File: src/hw/rtl/mtr_pkg.sv
// Shared types, constants and saturating helpers for the media timestamp rebuilder.
// No dependencies; every other file imports this package.
package mtr_pkg;

  localparam int MAX_STREAMS = 64;
  localparam int IDX_W       = $clog2(MAX_STREAMS);
  localparam int TS_W        = 64;
  localparam int IN_TS_W     = 48;
  localparam int MULB_W      = 36;
  localparam int PROD_W      = 84;
  localparam int DEN_W       = 31;
  localparam int DUR_W       = 17;
  localparam int CNT_W       = 7;

  localparam logic [19:0]          US_PER_SEC  = 20'd1000000;
  localparam logic [DUR_W-1:0]     VIDEO_DUR   = 17'd40000;
  localparam logic [IN_TS_W-1:0]   AUDIO_NUMER = 48'd1024000000;
  localparam logic [18:0]          RATE_MIN    = 19'd11025;
  localparam logic [18:0]          RATE_MAX    = 19'd48000;
  localparam logic [TS_W-1:0]      GAP_LIMIT   = 64'd5;
  localparam logic [TS_W-1:0]      REANCHOR    = 64'd10;

  localparam logic signed [TS_W-1:0] TS_MAX = {1'b0, {(TS_W-1){1'b1}}};
  localparam logic signed [TS_W-1:0] TS_MIN = {1'b1, {(TS_W-1){1'b0}}};

  typedef enum logic [1:0] {
    ST_OK          = 2'd0,
    ST_NO_BASE     = 2'd1,
    ST_BEFORE_BASE = 2'd2,
    ST_BACKWARD    = 2'd3
  } status_t;

  // per-stream entry
  typedef struct packed {
    logic signed [TS_W-1:0] lin;
    logic signed [TS_W-1:0] lout;
    logic signed [TS_W-1:0] gap;
  } entry_t;

  function automatic logic signed [TS_W-1:0] sat_add(input logic signed [TS_W-1:0] a,
                                                     input logic signed [TS_W-1:0] b);
    logic signed [TS_W:0] s;
    s = {a[TS_W-1], a} + {b[TS_W-1], b};
    if (s[TS_W] != s[TS_W-1]) sat_add = s[TS_W] ? TS_MIN : TS_MAX;
    else sat_add = s[TS_W-1:0];
  endfunction

  function automatic logic signed [TS_W-1:0] sat_sub(input logic signed [TS_W-1:0] a,
                                                     input logic signed [TS_W-1:0] b);
    logic signed [TS_W:0] s;
    s = {a[TS_W-1], a} - {b[TS_W-1], b};
    if (s[TS_W] != s[TS_W-1]) sat_sub = s[TS_W] ? TS_MIN : TS_MAX;
    else sat_sub = s[TS_W-1:0];
  endfunction

endpackage

File: src/hw/rtl/mtr_muldiv.sv
// Shared shift-add multiplier followed by restoring divider, one bit per cycle.
// Depends on mtr_pkg.
module mtr_muldiv import mtr_pkg::*; (
  input  logic                 clk,
  input  logic                 rst_n,
  input  logic                 start,
  input  logic [IN_TS_W-1:0]   a,
  input  logic [MULB_W-1:0]    b,
  input  logic [DEN_W-1:0]     den,
  input  logic                 rnd,
  output logic                 done,
  output logic [PROD_W-1:0]    q
);

  typedef enum logic [2:0] {
    U_IDLE = 3'b001,
    U_MUL  = 3'b010,
    U_DIV  = 3'b100
  } ust_t;

  ust_t              st_r, st_nxt;
  logic [PROD_W-1:0] acc_r, acc_nxt;
  logic [PROD_W-1:0] ash_r, ash_nxt;
  logic [MULB_W-1:0] bsh_r, bsh_nxt;
  logic [DEN_W-1:0]  den_r, den_nxt;
  logic [DEN_W-1:0]  rem_r, rem_nxt;
  logic [CNT_W-1:0]  cnt_r, cnt_nxt;
  logic              done_r, done_nxt;
  logic [DEN_W+1:0]  trial;
  logic              ge;

  // acc holds the product, then the dividend shifting out / quotient shifting in
  assign trial = {1'b0, rem_r, acc_r[PROD_W-1]} - {2'b0, den_r};
  assign ge    = !trial[DEN_W+1];

  always_comb begin
    st_nxt   = st_r;
    acc_nxt  = acc_r;
    ash_nxt  = ash_r;
    bsh_nxt  = bsh_r;
    den_nxt  = den_r;
    rem_nxt  = rem_r;
    cnt_nxt  = cnt_r;
    done_nxt = 1'b0;
    case (st_r)
      U_IDLE: begin
        if (start) begin
          acc_nxt = rnd ? PROD_W'(den >> 1) : '0;
          ash_nxt = PROD_W'(a);
          bsh_nxt = b;
          den_nxt = den;
          cnt_nxt = '0;
          st_nxt  = U_MUL;
        end
      end
      U_MUL: begin
        if (bsh_r[0]) acc_nxt = acc_r + ash_r;
        ash_nxt = {ash_r[PROD_W-2:0], 1'b0};
        bsh_nxt = bsh_r >> 1;
        cnt_nxt = cnt_r + 1'b1;
        if (cnt_r == CNT_W'(MULB_W - 1)) begin
          cnt_nxt = '0;
          rem_nxt = '0;
          st_nxt  = U_DIV;
        end
      end
      U_DIV: begin
        rem_nxt = ge ? trial[DEN_W-1:0] : {rem_r[DEN_W-2:0], acc_r[PROD_W-1]};
        acc_nxt = {acc_r[PROD_W-2:0], ge};
        cnt_nxt = cnt_r + 1'b1;
        if (cnt_r == CNT_W'(PROD_W - 1)) begin
          done_nxt = 1'b1;
          st_nxt   = U_IDLE;
        end
      end
      default: st_nxt = U_IDLE;
    endcase
  end

  always_ff @(posedge clk) begin
    if (!rst_n) begin
      st_r   <= U_IDLE;
      done_r <= 1'b0;
      cnt_r  <= '0;
    end else begin
      st_r   <= st_nxt;
      done_r <= done_nxt;
      cnt_r  <= cnt_nxt;
    end
    acc_r <= acc_nxt;
    ash_r <= ash_nxt;
    bsh_r <= bsh_nxt;
    den_r <= den_nxt;
    rem_r <= rem_nxt;
  end

  assign done = done_r;
  assign q    = acc_r;

endmodule

File: config.mk
export PLATFORM = sky130hd
export DESIGN_NAME = mtr_muldiv
export DESIGN_NICKNAME = d
export VERILOG_FILES = /design/src/hw/rtl/mtr_pkg.sv /design/src/hw/rtl/mtr_muldiv.sv
export SDC_FILE = /design/constraint.sdc
export NUM_CORES = 1
export LEC_CHECK = 0
export BUFFER_PORTS_ARGS = -buffer_cell sky130_fd_sc_hd__buf_2
export CELL_PAD_IN_SITES_DETAIL_PLACEMENT = 0
export CELL_PAD_IN_SITES_GLOBAL_PLACEMENT = 1
export CORE_ASPECT_RATIO = 0.9
export CORE_MARGIN = 2
export CORE_UTILIZATION = 50
export DETAILED_ROUTE_END_ITERATION = 8
export MAX_ROUTING_LAYER = met4
export PLACE_DENSITY = 0.94
export SETUP_SLACK_MARGIN = 0.3
export SLEW_MARGIN = 10
export SYNTH_ARGS = -nofsm -noshare
export SYNTH_HDL_FRONTEND = slang
export SYNTH_SLANG_ARGS = --single-unit
export TNS_END_PERCENT = 100
File: constraint.sdc
create_clock -name clk -period 8.3 [get_ports clk]
set_input_delay 2.075 -clock clk [delete_from_list [all_inputs] [get_ports clk]]
set_output_delay 2.075 -clock clk [all_outputs]
set_load 0.1 [all_outputs]
==> results of run 1 <==
[synthesized netlist by cell type (9+ instances only)]
library cell and instances:
a211oi_1 9, a21o_1 65, a21oi_1 145, a22oi_1 26, a31oi_1 9, and2_1 49
and3_1 18, buf_2 14, clkbuf_1 70, dfxtp_1 11, edfxtp_1 266, ha_1 115
inv_1 67, nand2_1 444, nand3_1 23, nand4_1 32, nor2_1 84, nor2b_1 10
nor3_1 25, o211ai_1 11, o21a_1 15, o21ai_0 118, o21ai_1 15, o21bai_1 23
o31ai_1 12, xnor2_1 56, xor2_1 44
[cell type report]
type,count,share of cell area [%]
multi-input cells,1474,45.0
well taps,469,2.90
flip-flops and latches,277,40.6
clock buffers,41,4.22
clock inverters,15,0.625
repair buffers,213,5.40
inverters,67,1.24
[path summary, 6_finish.rpt]
kind | to | cells past startpoint | slack (ps) | from
min | bsh_r[33] | 2 | 510 | bsh_r[34]
max reg2reg | rem_r[6] | 13 | 4390 | q[83]
min reg2reg | bsh_r[33] | 2 | 510 | bsh_r[34]
max | rem_r[6] | 13 | 4390 | q[83]
[flip-flops by register name, indices dropped and copies added, names as in the netlist]
| register | flops |
|---|---|
| bsh_r | 36 |
| st_r | 3 |
| q | 84 |
| rem_r | 31 |
| cnt_r | 7 |
| ash_r | 84 |
| done | 1 |
| den_r | 31 |
[power by group]
group          leakage [nW]  total [mW]  internal [mW]  switching, mW
registers              2.61        1.72           1.65         0.0670
logic                  5.39        1.14          0.348          0.787
clock network         0.484        1.35          0.778          0.571
total                  8.49        4.21           2.78           1.42
[cell families (layout without fill, tap and decap cells)]
logic type | after synthesis | in the layout | synth area share, %
AO/OA/AOI/OAI | 526 | 526 | 19.2
XOR/XNOR | 100 | 100 | 4.89
adder cells (fa/ha/maj) | 117 | 117 | 8.26
buffers and inverters | 156 | 336 | 3.47
flip-flops | 277 | 277 | 45.9
multiplexers | 4 | 4 | 0.231
AND/OR/NAND/NOR | 727 | 727 | 18.1
[placed cells by master, fill, tap and decap left out, types with 25 or more instances in the layout]
cell type	n
a22oi_1	26
edfxtp_1	266
a21oi_1	145
nand2_1	443
inv_1	67
and2_1	48
ha_1	115
nand4_1	32
nor3_1	25
xnor2_1	56
o21ai_0	118
buf_2	203
a21o_1	65
nor2_1	84
clkbuf_16	31
xor2_1	44
[critical path, delay by kind of cell (launching register included)]
family                     cells  cell delay [ps]
AOI/OAI and AO/OA              7             1540
and+or+nand+nor                3             1180
buffers and inverters          1               90
adders and majority gates      2              410
DFF                            1              430
[layer usage]
| metal | routed length, µm | vias up | track usage, % |
|---|---|---|---|
| met5 | 0 | - | - |
| li1 | - | 7218 | - |
| met4 | 1470 | 0 | 8.00 |
| met3 | 2880 | 74 | 3.58 |
| met2 | 20500 | 449 | 38.2 |
| met1 | 22200 | 7074 | 36.6 |
==> results.py, run 1 <==
metrics = {
    "critical_path": {
        "arrival_ps": 4210,
        "worstPathRequired_ps": 8600,
        "cp_common_cell": "a21oi_1",
        "worstPathMaxFanout": 26,
        "slowest_delay_ps": 880,
        "start_kind": "register",
        "timing_worst_setup_path_type": "reg -> reg",
        "worst_setup_path_end_kind": "register",
        "crit_chain": "inv_1, ha_1, fa_1, nor2b_1, o31a_1, o311a_1, o21ai_1, a21oi_1, o31ai_2, a31oi_1, nor3_4, or3_1, a21oi_1",
        "cpMaxStageDelayCell": "nor3_4",
    },
    "placement": {
        "dp_cells": 2500,
        "dpl.hpwl_um": 34700,
        "gp_congestion": 0.949,
        "dpl_cell_area_um2": 19200,
        "pre_cts_ws_ps": 3960,
        "io_buffer_count": 203,
    },
    "worst_hold_path": {
        "hold_class": "reg -> reg",
    },
    "synthesis": {
        "synth.distinct_cells": 84,
        "syn-mean-instance-area_um2": 9.39,
        "synthFlopType": "edfxtp_1",
        "synth_cells": 1907,
        "ys_async_sr_fraction_pct": 0,
        "seq_area_frac_synth_pct": 45.9,
        "syn_area_um2": 17900,
        "syn_nets": 2143,
        "ys_warn_count": 0,
        "synth.ff_latch_count": 277,
        "yosysTopAreaCellShare_pct": 44.6,
        "netlist_top_cells_area": "edfxtp_1 (45%), nand2_1 (9.3%), ha_1 (8.0%)",
        "synth-edff-count": 266,
        "yosys.area.top_type": "edfxtp_1",
    },
    "drt": {
        "first_pass_iters": 5,
        "vias_per_cell": 5.80,
        "routed_wl_um": 47100,
        "detail-route-antenna-nets": 0,
        "drc": 0,
        "routedWlPerCell_um": 18.4,
        "drt_iter0_drc": 1249,
        "num_vias": 14800,
    },
    "timing": {
        "setup_tns_ps": 0,
        "timing.slew.headroom_pct": 21.2,
        "worst_pin_slew_ps": 1180,
        "finalHoldViolations": 0,
        "fin_skew_ps": 28.8,
        "min_period_ps": 3910,
        "rsz0062_at_grt": "no",
        "whs_ps": 511,
        "max_freq_ghz": 0.256,
        "slew_violations": 0,
        "setup_viol": 0,
        "min_period_over_period_pct": 47.1,
        "timing.final.ws_setup_ps": 4390,
    },
    "final_layout": {
        "final_nets": 2299,
        "fin_area_um2": 20200,
        "multi_input_area_um2": 9090,
        "instances_no_fill": 2556,
        "register_area_um2": 8210,
        "area_delta_synth_final_pct": 12.9,
        "fillers": 3236,
        "diodes": 0,
        "fin_util_pct": 57.5,
        "drive_above_1_share_pct": 14.4,
    },
    "power": {
        "finalPower_mw": 4.21,
        "ir_worst_vdd_mv": 0.185,
        "power_density_nw_per_um2": 208,
        "p_leak_nw": 8.49,
    },
    "clock_network": {
        "ctsHoldBuffers": 0,
        "clockBufferDepth": 3,
        "cts_root_buffer": "clkbuf_16",
        "cts-buffers-inserted": 30,
        "cts.repair.resized": 0,
        "cts.sinks": 277,
        "post_cts_buffers": 0,
        "clkLatencyLatePin_ps": 590,
        "ctsHtreeMaxLevel": 1,
        "path_clk_slew_ps": 60,
        "cts_tree": "done",
    },
    "grt": {
        "grt_max_degree": 85,
        "grt_pass1_vias": 14200,
        "grt_usage_pct": 25.7,
        "grt.overflow.total": 0,
        "antenna_found_initial": 0,
        "grt_pass1_wl_um": 74900,
    },
    "floorplan": {
        "die_w_um": 203,
        "dieArea_um2": 37300,
        "ios": 204,
        "start_util_pct": 50.9,
        "coreArea_um2": 35100,
        "die-height_um": 183,
        "rows": 65,
    },
    "outcome": {
        "status": "completed",
    },
    "run": {
        "drv_cap": 0,
    },
}
No activity file was read; power rests on OpenSTA's default activity.
==> run 2: changes to the inputs <==
--- a/config.mk
+++ b/config.mk
@@ -10,10 +10,10 @@
 export CELL_PAD_IN_SITES_GLOBAL_PLACEMENT = 1
 export CORE_ASPECT_RATIO = 0.9
 export CORE_MARGIN = 2
-export CORE_UTILIZATION = 50
+export CORE_UTILIZATION = 42
 export DETAILED_ROUTE_END_ITERATION = 8
 export MAX_ROUTING_LAYER = met4
-export PLACE_DENSITY = 0.94
+export PLACE_DENSITY = 0.85
 export SETUP_SLACK_MARGIN = 0.3
 export SLEW_MARGIN = 10
 export SYNTH_ARGS = -nofsm -noshare
==> constraint.sdc (replaced) <==
create_clock -name clk -period 3.4 [get_ports clk]
set_input_delay 0.85 -clock clk [delete_from_list [all_inputs] [get_ports clk]]
set_output_delay 0.85 -clock clk [all_outputs]
set_load 0.1 [all_outputs]
==> results.py, run 2 (synthesis results as in run 1) <==
metrics = {
    "clock_network": {
        "cts_tree": "done",
        "cts-buffers-inserted": 34,
        "ctsHtreeMaxLevel": 2,
        "ctsHoldBuffers": 0,
        "cts_root_buffer": "clkbuf_16",
        "clkLatencyLatePin_ps": 550,
        "path_clk_slew_ps": 60,
        "cts.sinks": 277,
        "clockBufferDepth": 3,
    },
    "drt": {
        "routedWlPerCell_um": 19.4,
        "drt_iter0_drc": 1281,
        "num_vias": 15800,
        "detail-route-antenna-nets": 0,
        "first_pass_iters": 7,
        "drc": 7,
        "vias_per_cell": 5.60,
        "routed_wl_um": 54600,
    },
    "critical_path": {
        "worst_setup_path_end_kind": "register",
        "arrival_ps": 3690,
        "path_buf_inv": 1,
        "ff2ff_path_depth": 12,
        "timing_worst_setup_path_type": "reg -> reg",
        "cpMaxStageDelayCell": "or4b_4",
        "crit_cells": 12,
        "worstPathMaxFanout": 2,
        "crit_chain": "ha_4, buf_6, a21oi_4, o21ai_2, a32oi_2, a31oi_2, or4b_4, a32o_2, or3_4, a31oi_4, xor2_1, o21ai_1",
        "worstPathRequired_ps": 3670,
        "start_kind": "register",
        "slowest_delay_ps": 560,
        "crit_family": "compound AO/OA/AOI/OAI gates",
    },
    "grt": {
        "antenna_found_initial": 2,
        "grt_pass1_vias": 14900,
        "grt_pass1_wl_um": 82700,
        "gr-max-usage-layer": "met2",
        "grtUsageMet2_pct": 36.8,
        "grtUsageMet3_pct": 3.23,
        "grt_usage_pct": 24.3,
        "use_met1_pct": 33.9,
        "grt.overflow.total": 0,
        "grt_max_degree": 130,
    },
    "power": {
        "p_leak_nw": 9.93,
        "power_density_nw_per_um2": 482,
        "finalPower_mw": 11.4,
        "ir_worst_vdd_mv": 0.376,
    },
    "timing": {
        "timing.final.ws_setup_ps": -22.7,
        "fin_skew_ps": 17.2,
        "slew_violations": 0,
        "min_period_over_period_pct": 101,
        "timing.slew.headroom_pct": 8.66,
        "setup_tns_ps": -22.7,
        "rsz0062_at_grt": "yes",
        "max_freq_ghz": 0.292,
        "min_period_ps": 3420,
        "worst_pin_slew_ps": 1370,
        "setup_viol": 1,
        "finalHoldViolations": 0,
    },
    "placement": {
        "gp_congestion": 0.934,
        "dp_cells": 2669,
        "io_buffer_count": 203,
        "dpl.hpwl_um": 37500,
    },
    "floorplan": {
        "ios": 204,
        "dieArea_um2": 44300,
        "coreArea_um2": 41900,
        "rows": 71,
        "die_w_um": 222,
        "die-height_um": 200,
        "start_util_pct": 42.7,
    },
    "run": {
        "drv_cap": 0,
    },
    "worst_hold_path": {
        "hold_class": "in -> reg",
        "whs_path_depth": 1,
    },
    "final_layout": {
        "instances_no_fill": 2818,
        "area_delta_synth_final_pct": 31.5,
        "final_cell_mix": "nand2_1 (405), edfxtp_1 (266), buf_2 (203)",
        "fillers": 3688,
        "final_nets": 2484,
        "layout_commonest_cell": "nand2_1",
        "drive_above_1_share_pct": 30.8,
    },
    "outcome": {
        "status": "finished with violations",
        "failed_checks": "DRC, setup timing",
    },
}
[run 2: per-layer routing]
| metal | wire length, µm | up-vias | part of all wire, % |
|---|---|---|---|
| met4 | 1550 | 0 | 2.8 |
| li1 | - | 7602 | - |
| met1 | 25100 | 7572 | 46 |
| met2 | 24500 | 521 | 45 |
| met3 | 3430 | 97 | 6.3 |
| met5 | 0 | - | 0 |
[run 2: power breakdown]
part	switching (mW)	leakage (nW)	internal (mW)	total [mW]
clock network	1.48	0.527	2.21	3.69
logic	2.18	6.68	1.27	3.45
registers	0.171	2.72	4.03	4.20
total	3.83	9.93	7.52	11.4
[run 2: area by class of cell]
cell class                 count  area, µm²  area share (%)
antenna                        2       5.00          0.0213
clock inverter                13        179           0.760
tap                          547        684            2.91
sequential                   277       8210            34.9
timing repair buffer         388       2640            11.2
clock buffer                  44        920            3.91
multi-input combinational   1480      10600            45.2
inverter                      67        251            1.07
[run 2: path summary, 6_finish.rpt]
path | startpoint | endpoint | slack [ps]
worst min-delay path | den[0] | den_r[0] | 490
worst max-delay path | ash_r[20] | q[67] | -20
worst min register to register | bsh_r[11] | bsh_r[10] | 500
worst max register to register | ash_r[20] | q[67] | -20
[run 2: what timing repair did]
item,CTS,global route
pin swaps,66,75
gates resized for setup,130,157
cloned,9,0
buffers inserted,35,46
endpoints found under the setup margin,64,69
[run 2: through the flow]
| step | hold WS (ps) | worst slack (ps) | area, µm² | utilization (%) |
|---|---|---|---|---|
| after global placement | 484 | -37.5 | 20400 | 48.5 |
| final | 495 | -22.7 | 23500 | 56.1 |
| after global routing | 481 | -76.2 | 23500 | 56.1 |
| after detailed placement | 492 | -40.5 | 20400 | 48.5 |
| after CTS | 474 | 14.7 | 22500 | 53.6 |
| after floorplan | 472 | -320 | 18200 | - |
